<file path="config.mk">
export PLATFORM = sky130hd
export DESIGN_NAME = profile_depth_interpolator_flat
export DESIGN_NICKNAME = d
export VERILOG_FILES = /design/src/rtl/pdi_pkg.sv /design/src/rtl/pdi_in_if.sv /design/src/rtl/pdi_out_if.sv /design/src/rtl/profile_depth_interpolator.sv /design/src/flat_wrapper.sv
export SDC_FILE = /design/constraint.sdc
export NUM_CORES = 2
export LEC_CHECK = 0
export ABC_CLOCK_PERIOD_IN_PS = 11300
export BUFFER_PORTS_ARGS = -buffer_cell sky130_fd_sc_hd__buf_2
export CORE_ASPECT_RATIO = 0.5
export CORE_MARGIN = 5
export CORE_UTILIZATION = 45
export CTS_BUF_LIST = sky130_fd_sc_hd__clkbuf_16
export DETAILED_ROUTE_END_ITERATION = 10
export HOLD_SLACK_MARGIN = 0.02
export PLACE_DENSITY = 0.71
export SLEW_MARGIN = 20
export SYNTH_ARGS = -nofsm -noshare
export SYNTH_HDL_FRONTEND = slang
export SYNTH_SLANG_ARGS = --single-unit
export TNS_END_PERCENT = 10
</file>
<file path="constraint.sdc">
create_clock -name clk -period 11.3 [get_ports clk]
set_input_delay 2.26 -clock clk [delete_from_list [all_inputs] [get_ports clk]]
set_output_delay 2.26 -clock clk [all_outputs]
set_load 0.01 [all_outputs]
</file>
<file path="src/rtl/pdi_pkg.sv">
`timescale 1ns / 1ps
// ----------------------------------------------------------------------------
// pdi_pkg
// Shared types, codes and helpers of the profile depth interpolator.
// ----------------------------------------------------------------------------
package pdi_pkg;

  // Default number of breakpoints in the table.
  localparam int POINTS_DEF = 16;

  // Field widths.
  localparam int Q_W    = 24;
  localparam int STEP_W = 16;
  localparam int IDX_W  = 4;
  localparam int SUM_W  = 52;

  // Configuration port geometry.
  localparam int CFG_AW = 3;
  localparam int CFG_DW = 32;

  // Register indexes, taken from the word address bits of paddr.
  localparam logic REG_PROFILE_MODE = 1'b0;

  // Item function codes.
  localparam logic FUNC_WRITE = 1'b0;
  localparam logic FUNC_QUERY = 1'b1;

  typedef logic signed [Q_W-1:0] q_t;

  // Depth constants in Q15.8 metres.
  localparam q_t ONE_METRE  = q_t'(256);
  localparam q_t SWEEP_HIGH = q_t'(3840);
  localparam q_t SWEEP_LOW  = q_t'(1280);

  typedef struct packed {
    logic             func;
    logic [IDX_W-1:0] point_index;
    q_t               point_dist;
    q_t               point_depth;
    logic             direction_up;
    q_t               travel_dist;
    q_t               togo_dist;
    logic [STEP_W-1:0] sweep_step;
    q_t               depth_in_first;
    q_t               depth_in_second;
  } in_word_t;

  typedef struct packed {
    q_t depth_first;
    q_t depth_second;
  } out_word_t;

  // One breakpoint as held in the table memory.
  typedef struct packed {
    q_t distance;
    q_t depth;
  } pt_t;

  // Saturate a wide signed value to the Q15.8 range.
  function automatic q_t sat_q(input logic signed [SUM_W-1:0] v);
    q_t r;
    if ((v[SUM_W-1:Q_W-1] == '0) || (v[SUM_W-1:Q_W-1] == '1)) begin
      r = v[Q_W-1:0];
    end else if (v[SUM_W-1]) begin
      r = {1'b1, {(Q_W-1){1'b0}}};
    end else begin
      r = {1'b0, {(Q_W-1){1'b1}}};
    end
    return r;
  endfunction

endpackage

</file>
<file path="src/rtl/pdi_in_if.sv">
`timescale 1ns / 1ps
// ----------------------------------------------------------------------------
// pdi_in_if
// Valid/ready channel that carries input words to the interpolator.
// ----------------------------------------------------------------------------
interface pdi_in_if;
  import pdi_pkg::*;

  logic     valid;
  logic     ready;
  in_word_t data;

  modport source (output valid, output data, input ready);
  modport sink (input valid, input data, output ready);
endinterface

</file>
<file path="src/rtl/pdi_out_if.sv">
`timescale 1ns / 1ps
// ----------------------------------------------------------------------------
// pdi_out_if
// Valid/ready channel that carries result words from the interpolator.
// ----------------------------------------------------------------------------
interface pdi_out_if;
  import pdi_pkg::*;

  logic      valid;
  logic      ready;
  out_word_t data;

  modport source (output valid, output data, input ready);
  modport sink (input valid, input data, output ready);
endinterface

</file>
<file path="src/rtl/profile_depth_interpolator.sv">
`timescale 1ns / 1ps
// ----------------------------------------------------------------------------
// profile_depth_interpolator
// Breakpoint table depth generator with a linear interpolator and a sweep.
// ----------------------------------------------------------------------------
// Usage:
// Words arrive on in_ch and results leave on out_ch, one result word for each
// input word, in order. A point write (func 0) stores one breakpoint in the
// table memory and answers 0, 0. A query (func 1) answers two new depths,
// either from the table (profile_mode_on set over the APB port) or by moving
// the supplied depths one step up or down (sweep).
// Point writes and sweep queries load their result into the output register
// at the edge that takes the word. A profile query reads entry 0, then scans
// the table one entry per cycle, then passes through a multiply step, a
// divider load step, the bit-serial divider and a final step. A zero-length
// segment skips the divider. The block works on one word at a time;
// in_ch.ready is high when it is free and the output register is empty or
// being emptied.
// Reset clears the mode register to sweep, the sweep direction to rising and
// drops any pending result; the table content is kept and is undefined until
// written. A stalled receiver holds the result; a profile query then waits
// in its final cycle and no new word is taken.
// ----------------------------------------------------------------------------
module profile_depth_interpolator #(
  parameter int POINTS = pdi_pkg::POINTS_DEF
) (
  input  logic                      clk,
  input  logic                      rst,
  input  logic                      psel,
  input  logic                      penable,
  input  logic                      pwrite,
  input  logic [pdi_pkg::CFG_AW-1:0] paddr,
  input  logic [pdi_pkg::CFG_DW-1:0] pwdata,
  output logic [pdi_pkg::CFG_DW-1:0] prdata,
  output logic                      pready,
  pdi_in_if.sink                    in_ch,
  pdi_out_if.source                 out_ch
);
  import pdi_pkg::*;

  localparam int IW       = $clog2(POINTS);
  localparam int SEG_LAST = POINTS - 2;
  localparam int QW       = 50;
  localparam int DW       = 24;
  localparam int CNT_W    = $clog2(QW);
  localparam int PROD_W   = 51;

  // Sequencer states.
  localparam logic [2:0] S_IDLE = 3'd0;
  localparam logic [2:0] S_RD0  = 3'd1;
  localparam logic [2:0] S_SCAN = 3'd2;
  localparam logic [2:0] S_MUL  = 3'd3;
  localparam logic [2:0] S_LOAD = 3'd4;
  localparam logic [2:0] S_DIV  = 3'd5;
  localparam logic [2:0] S_FIN  = 3'd6;

  logic [2:0]  state;
  logic        profile_mode_on;
  logic        sweep_rising;

  // Table memory and its read port.
  pt_t         mem [POINTS];
  pt_t         rdata;
  logic [IW-1:0] rd_addr;

  // Scan and arithmetic registers.
  logic [IW-1:0]             seg;
  pt_t                       cur;
  q_t                        dist0;
  q_t                        pos;
  logic                      up;
  logic signed [24:0]        span;
  logic signed [24:0]        rise;
  logic signed [25:0]        offs;
  logic signed [PROD_W-1:0]  prod;
  logic [QW-1:0]             divn;
  logic [DW-1:0]             divd;
  logic [DW-1:0]             rem;
  logic [CNT_W-1:0]          cnt;
  logic                      neg;
  logic                      zero_span;

  // Output register.
  logic      out_valid;
  out_word_t out_data;

  logic      out_free;
  logic      acc;
  logic      load_out;
  out_word_t res;

  logic signed [24:0]        span_c;
  logic signed [24:0]        rise_c;
  logic signed [25:0]        offs_c;
  logic                      beyond;
  logic                      advance;
  logic signed [PROD_W-1:0]  prod_abs;
  logic signed [24:0]        span_abs;
  logic [DW:0]               r2;
  logic                      ge;
  logic signed [PROD_W-1:0]  quot;
  logic signed [SUM_W-1:0]   d_sum;
  logic signed [16:0]        step_s;
  logic signed [25:0]        sw_first;
  logic signed [25:0]        sw_second;
  q_t                        sw_first_sat;
  q_t                        sw_second_sat;
  logic                      idx_ok;
  logic                      cfg_wr;

  // Configuration port.
  assign pready = 1'b1;
  assign cfg_wr = psel && penable && pwrite;
  assign prdata = (paddr[CFG_AW-1] == REG_PROFILE_MODE) ? CFG_DW'(profile_mode_on) : '0;

  always_ff @(posedge clk) begin
    if (rst) begin
      profile_mode_on <= 1'b0;
    end else if (cfg_wr && (paddr[CFG_AW-1] == REG_PROFILE_MODE)) begin
      profile_mode_on <= pwdata[0];
    end
  end

  // Handshake.
  assign out_free    = !out_valid || out_ch.ready;
  assign in_ch.ready = (state == S_IDLE) && out_free;
  assign acc         = in_ch.valid && in_ch.ready;
  assign out_ch.valid = out_valid;
  assign out_ch.data  = out_data;

  // Table write and synchronous (registered) read.
  assign idx_ok = 32'(in_ch.data.point_index) < POINTS;

  always_ff @(posedge clk) begin
    if (acc && (in_ch.data.func == FUNC_WRITE) && idx_ok) begin
      mem[IW'(in_ch.data.point_index)] <= {in_ch.data.point_dist, in_ch.data.point_depth};
    end
    rdata <= mem[rd_addr];
  end

  // Read address: entry 0 on a query, then the point after the next one.
  always_comb begin
    case (state)
      S_IDLE:  rd_addr = '0;
      S_RD0:   rd_addr = IW'(1);
      S_SCAN:  rd_addr = seg + IW'(2);
      default: rd_addr = '0;
    endcase
  end

  // Segment test and the segment quantities from the current pair.
  assign beyond  = up ? (pos > rdata.distance) : (pos < rdata.distance);
  assign advance = (32'(seg) < SEG_LAST) && beyond;
  assign span_c  = 25'(rdata.distance) - 25'(cur.distance);
  assign rise_c  = 25'(rdata.depth) - 25'(cur.depth);
  assign offs_c  = up ? (26'(pos) - 26'(cur.distance))
                      : (26'(pos) - 26'(cur.distance) + 26'(dist0));

  // Divider operands in magnitude form.
  assign prod_abs = prod[PROD_W-1] ? -prod : prod;
  assign span_abs = span[24] ? -span : span;
  assign r2       = {rem, divn[QW-1]};
  assign ge       = r2 >= {1'b0, divd};

  // Final depth from the signed quotient and the segment start depth; zero for a zero-length segment.
  assign quot  = neg ? -PROD_W'({1'b0, divn}) : PROD_W'({1'b0, divn});
  assign d_sum = zero_span ? '0 : (SUM_W'(quot) + SUM_W'(cur.depth));

  // Sweep arithmetic.
  assign step_s        = sweep_rising ? $signed({1'b0, in_ch.data.sweep_step})
                                      : -$signed({1'b0, in_ch.data.sweep_step});
  assign sw_first      = 26'(in_ch.data.depth_in_first) + 26'(step_s);
  assign sw_second     = 26'(in_ch.data.depth_in_second) + 26'(step_s);
  assign sw_first_sat  = sat_q(SUM_W'(sw_first));
  assign sw_second_sat = sat_q(SUM_W'(sw_second));

  // Result selection.
  always_comb begin
    load_out = 1'b0;
    res      = '0;
    if (state == S_FIN) begin
      load_out = out_free;
      res.depth_first  = sat_q(d_sum);
      res.depth_second = sat_q(d_sum + SUM_W'(ONE_METRE));
    end else if (acc) begin
      if (in_ch.data.func == FUNC_WRITE) begin
        load_out = 1'b1;
      end else if (!profile_mode_on) begin
        load_out = 1'b1;
        res.depth_first  = sw_first_sat;
        res.depth_second = sw_second_sat;
      end
    end
  end

  // Output register.
  always_ff @(posedge clk) begin
    if (rst) begin
      out_valid <= 1'b0;
    end else begin
      if (out_ch.ready) begin
        out_valid <= 1'b0;
      end
      if (load_out) begin
        out_valid <= 1'b1;
      end
    end
    if (load_out) begin
      out_data <= res;
    end
  end

  // Sweep direction.
  always_ff @(posedge clk) begin
    if (rst) begin
      sweep_rising <= 1'b1;
    end else if (acc && (in_ch.data.func == FUNC_QUERY) && !profile_mode_on) begin
      if ((sw_first_sat > SWEEP_HIGH) || (sw_first_sat < SWEEP_LOW)) begin
        sweep_rising <= !sweep_rising;
      end
    end
  end

  // Sequencer.
  always_ff @(posedge clk) begin
    if (rst) begin
      state <= S_IDLE;
    end else begin
      case (state)
        S_IDLE: begin
          if (acc && (in_ch.data.func == FUNC_QUERY) && profile_mode_on) begin
            state <= S_RD0;
          end
        end
        S_RD0:  state <= S_SCAN;
        S_SCAN: begin
          if (!advance) begin
            state <= S_MUL;
          end
        end
        S_MUL:  state <= S_LOAD;
        S_LOAD: state <= (span == '0) ? S_FIN : S_DIV;
        S_DIV: begin
          if (cnt == '0) begin
            state <= S_FIN;
          end
        end
        S_FIN: begin
          if (out_free) begin
            state <= S_IDLE;
          end
        end
        default: state <= S_IDLE;
      endcase
    end
  end

  // Datapath registers.
  always_ff @(posedge clk) begin
    case (state)
      S_IDLE: begin
        up  <= in_ch.data.direction_up;
        pos <= in_ch.data.direction_up ? in_ch.data.travel_dist : in_ch.data.togo_dist;
        seg <= '0;
      end
      S_RD0: begin
        cur   <= rdata;
        dist0 <= rdata.distance;
      end
      S_SCAN: begin
        if (advance) begin
          cur <= rdata;
          seg <= seg + IW'(1);
        end else begin
          span <= span_c;
          rise <= rise_c;
          offs <= offs_c;
        end
      end
      S_MUL: begin
        prod <= PROD_W'(rise) * PROD_W'(offs);
      end
      S_LOAD: begin
        divn      <= prod_abs[QW-1:0];
        divd      <= span_abs[DW-1:0];
        neg       <= prod[PROD_W-1] ^ span[24];
        rem       <= '0;
        cnt       <= CNT_W'(QW - 1);
        zero_span <= (span == '0);
      end
      S_DIV: begin
        if (ge) begin
          rem <= DW'(r2 - {1'b0, divd});
        end else begin
          rem <= r2[DW-1:0];
        end
        divn <= {divn[QW-2:0], ge};
        cnt  <= cnt - CNT_W'(1);
      end
      default: begin
      end
    endcase
  end

  // Checks.
  a_seg_range: assert property (@(posedge clk) disable iff (rst)
    (state == S_SCAN) |-> (32'(seg) <= SEG_LAST))
    else $error("segment index ran past the last segment");

  a_query_starts_scan: assert property (@(posedge clk) disable iff (rst)
    (acc && (in_ch.data.func == FUNC_QUERY) && profile_mode_on) |=> (state == S_RD0))
    else $error("profile query did not start a table read");

  a_write_answers: assert property (@(posedge clk) disable iff (rst)
    (acc && (in_ch.data.func == FUNC_WRITE)) |=> (out_valid && (out_data == '0)))
    else $error("point write did not answer zero depths");

  a_div_ends: assert property (@(posedge clk) disable iff (rst)
    ((state == S_DIV) && (cnt == '0)) |=> (state == S_FIN))
    else $error("divider did not hand over to the final cycle");

  a_sweep_dir: assert property (@(posedge clk) disable iff (rst)
    (!$stable(sweep_rising) && !$past(rst)) |->
      $past(acc && (in_ch.data.func == FUNC_QUERY) && !profile_mode_on))
    else $error("sweep direction changed without a sweep query");

endmodule
</file>
<file path="src/flat_wrapper.sv">
// flat-port wrapper written by rule: the top's interface ports become plain ports
module profile_depth_interpolator_flat import pdi_pkg::*;
#(
  parameter int POINTS = pdi_pkg::POINTS_DEF
)
  (clk, rst, psel, penable, pwrite, paddr, pwdata, prdata, pready, in_ch_valid, in_ch_data, in_ch_ready, out_ch_valid, out_ch_data, out_ch_ready);
  pdi_in_if in_ch_i ();
  pdi_out_if out_ch_i ();
  input  logic clk;
  input  logic rst;
  input  logic psel;
  input  logic penable;
  input  logic pwrite;
  input  logic [pdi_pkg::CFG_AW-1:0] paddr;
  input  logic [pdi_pkg::CFG_DW-1:0] pwdata;
  output logic [pdi_pkg::CFG_DW-1:0] prdata;
  output logic pready;
  input wire logic [$bits(in_ch_i.valid)-1:0] in_ch_valid;
  input wire logic [$bits(in_ch_i.data)-1:0] in_ch_data;
  output wire logic [$bits(in_ch_i.ready)-1:0] in_ch_ready;
  output wire logic [$bits(out_ch_i.valid)-1:0] out_ch_valid;
  output wire logic [$bits(out_ch_i.data)-1:0] out_ch_data;
  input wire logic [$bits(out_ch_i.ready)-1:0] out_ch_ready;
  assign in_ch_i.valid = in_ch_valid;
  assign in_ch_i.data = in_ch_data;
  assign in_ch_ready = in_ch_i.ready;
  assign out_ch_valid = out_ch_i.valid;
  assign out_ch_data = out_ch_i.data;
  assign out_ch_i.ready = out_ch_ready;
  profile_depth_interpolator #(.POINTS(POINTS)) u_core (.clk(clk), .rst(rst), .psel(psel), .penable(penable), .pwrite(pwrite), .paddr(paddr), .pwdata(pwdata), .prdata(prdata), .pready(pready), .in_ch(in_ch_i), .out_ch(out_ch_i));
endmodule
</file>
==> results.py <==
metrics = {
    "outcome": {
        "status": "complete, no violations",
    },
    "route": {
        "initialDrtViolationCount": 4517,
        "num_vias": 55400,
        "drt-wirelength-per-cell_um": 20.9,
        "finalWirelength_um": 207000,
        "drc": 0,
        "viasPerCell": 5.59,
        "ant_nets": 0,
        "first_pass_iters": 6,
    },
    "final_layout": {
        "area_growth_pct": 9.30,
        "layout-drive-gt1-share": 0.111,
        "nNetsFinal": 8581,
        "utilization": 0.493,
    },
    "sta": {
        "finalCriticalPeriod_ps": 9350,
        "setup_violations": 0,
        "finalWorstSetupSlack_ps": 1950,
        "worst_pin_slew_ps": 1150,
        "setup_tns_ps": 0,
        "worst_hold_slack_ps": 436,
        "rsz0062_at_grt": "no",
        "fmax_ghz": 0.107,
        "period_share": 0.828,
        "slew_headroom": 0.234,
        "finalClockSkew_ps": 56.8,
        "maxSlewViolCount": 0,
        "hold_violations": 0,
    },
    "setup_path": {
        "slowest_stage": "edfxtp_1",
        "rrSetupSlack_ps": 1950,
        "crit_type": "register to register",
        "slowest_delay_ps": 810,
        "arrival_ps": 9810,
        "reg2reg_to": "u_core.prod[49]",
        "critPathMostFrequentCell": "fa_1",
        "critPathMaxFanout": 11,
        "critPathCaptureType": "register",
        "cp_data_required_time_ps": 11760,
        "reg2regPathDepth": 27,
        "rr_startpoint": "u_core.rise[8]",
        "cp-start-kind": "register",
    },
    "synth": {
        "ys_types": 94,
        "ys_ff_latch": 1204,
        "ys_seq_area_frac": 0.425,
        "ys_top_cells_by_area": "edfxtp_1 41%, fa_1 16%, ha_1 6.0%",
        "yosysWarnings": 0,
        "synth_edf_count": 1150,
        "avgSynthCellArea_um2": 11.8,
        "synth_top_area_cell": "edfxtp_1",
        "async_flop_share": 0,
        "synth_top_area_frac": 0.412,
        "synth_cells": 7134,
        "synth_flop_cell": "edfxtp_1",
        "syn-cell-area_mm2": 0.0838,
    },
    "min_path": {
        "hold_path_class": "register to register",
        "worstHoldStart": "u_core.rdata[16]",
        "hold-path-endpoint": "u_core.cur[16]",
        "min_path_cells": 0,
    },
    "global_routing": {
        "gr-usage-all-layers": 0.210,
        "antenna_found_initial": 28,
        "grt_overflow": 0,
        "first_global_vias": 55200,
        "grt_max_degree": 137,
        "grt_pass1_wl_um": 320000,
    },
    "floorplanning": {
        "die_h_um": 315,
        "coreArea_mm2": 0.186,
        "pin_count": 291,
        "start_util": 0.451,
        "num_rows": 112,
        "die_w_um": 620,
        "dieArea_mm2": 0.196,
    },
    "cts": {
        "cts-root-buf": "clkbuf_16",
        "cts_hold_buf": 0,
        "htreeDepth": 3,
        "cts_buffers": 113,
        "clk_pin_slew_ps": 70,
        "clock_path_buffers": 3,
        "cts_resized": 0,
        "cts_tree": "yes",
        "clock_latency_ps": 740,
        "cts.sinks": 1204,
        "post_cts_buffers": 0,
    },
    "placed_design": {
        "place_worst_setup_slack_ps": 1690,
        "gp_congestion": 0.918,
        "hpwl_um": 145000,
        "portBuffers": 225,
    },
    "run": {
        "cap_violations": 0,
    },
}
metrics by stage:
step           instances  instance area (um^2)
3_3_place_gp        9677                 87900
6_report            9900                 91600
5_1_grt             9892                 91600
3_5_place_dp        9677                 87900
2_1_floorplan       7164                 83900
4_1_cts             9890                 91600
cells in the mapped netlist (all sizes together) (61+ instances only):
cell,count
inv,876
a21oi,227
xnor2,226
nand2b,61
a211oi,77
and2,306
edfxtp,1150
clkbuf,266
fa,689
a21o,115
a31oi,88
nor2,281
ha,400
o21ai,264
nand2,786
xor2,143
nor3,100
nand3,79
mux4,192
critical path: cells and delay by family (launching register included):
kind,cells,cell delay [ps]
simple gates,5,900
compound gates,10,2870
fa+ha+maj,8,3980
flops,1,810
buf+inv,4,490
worst max path at each step:
stage | startpoint | end | depth (start not counted)
after detailed placement | u_core.divn[5] | u_core.out_ch.data[1] | 23
after floorplan | u_core.rise[7] | u_core.prod[49] | 28
final | u_core.rise[8] | u_core.prod[49] | 27
after CTS | u_core.divn[5] | u_core.out_ch.data[1] | 23
after global routing | u_core.divn[6] | u_core.out_ch.data[1] | 27
after global placement | u_core.divn[5] | u_core.out_ch.data[0] | 23
flip-flops by register name, summed over array words and instances (netlist names), 3 cells and up:
signal              cells
u_core.divd            24
u_core.offs            26
u_core.pos             24
u_core.divn            50
u_core.rem             24
u_core.mem            768
u_core.state            3
u_core.rise            25
u_core.out_ch.data     48
u_core.seg              4
u_core.rdata           48
u_core.prod            51
u_core.cur             48
u_core.cnt              6
u_core.span            25
u_core.dist0           24
cells by family after synthesis:
logic type	Yosys count	share of synthesized area
fa+ha+maj	1089	0.224
buf+inv	1199	0.0554
flops	1204	0.425
other cells	2	0.0000896
xor+xnor	369	0.0386
simple gates	1926	0.112
compound gates	1083	0.0847
mux	262	0.0605
placed cells by master, fill, tap and decap left out, types with 27 or more instances in the layout:
cell       instances
mux4_2           192
dfxtp_1           54
o21bai_1          31
buf_4            100
inv_1            893
nand4_1           35
or4_1             33
a211oi_1          77
nand3_1           77
fa_1             689
xnor2_1          226
and2_1           298
o31ai_1           44
nor2_1           265
nand2_1          786
buf_2            225
mux2i_1           33
a21boi_0          33
nor3_1            94
o21a_1            28
ha_1             400
nor2b_1           45
xor2_1           143
mux2_2            37
and3_1            47
a31oi_1           87
clkbuf_16        114
nand2b_1          61
o21ai_0          256
a21oi_1          226
or3_1             45
a21o_1           115
conb_1            32
edfxtp_1        1150
clkinv_1          27
per-layer routing:
layer  GRT usage  up-vias  part of all wire
li1            -    25100                 -
met1       0.284    28100              0.41
met2       0.354     1914              0.49
met3      0.0352      328             0.072
met4      0.0545       12             0.027
met5           0        -           0.00040
final cells by class:
cell class,count,area (um^2)
antenna,10,25.0
clock buffer,114,2850
clock inverter,99,863
fill,16200,94200
inverter,877,3290
multi-input combinational,4761,43900
sequential,1204,35600
tap,2508,3140
timing repair buffer,327,1920
Power is left out: the tool's default activity adds up to more than one toggle a clock period on the data nets, which glitch-free logic cannot reach.
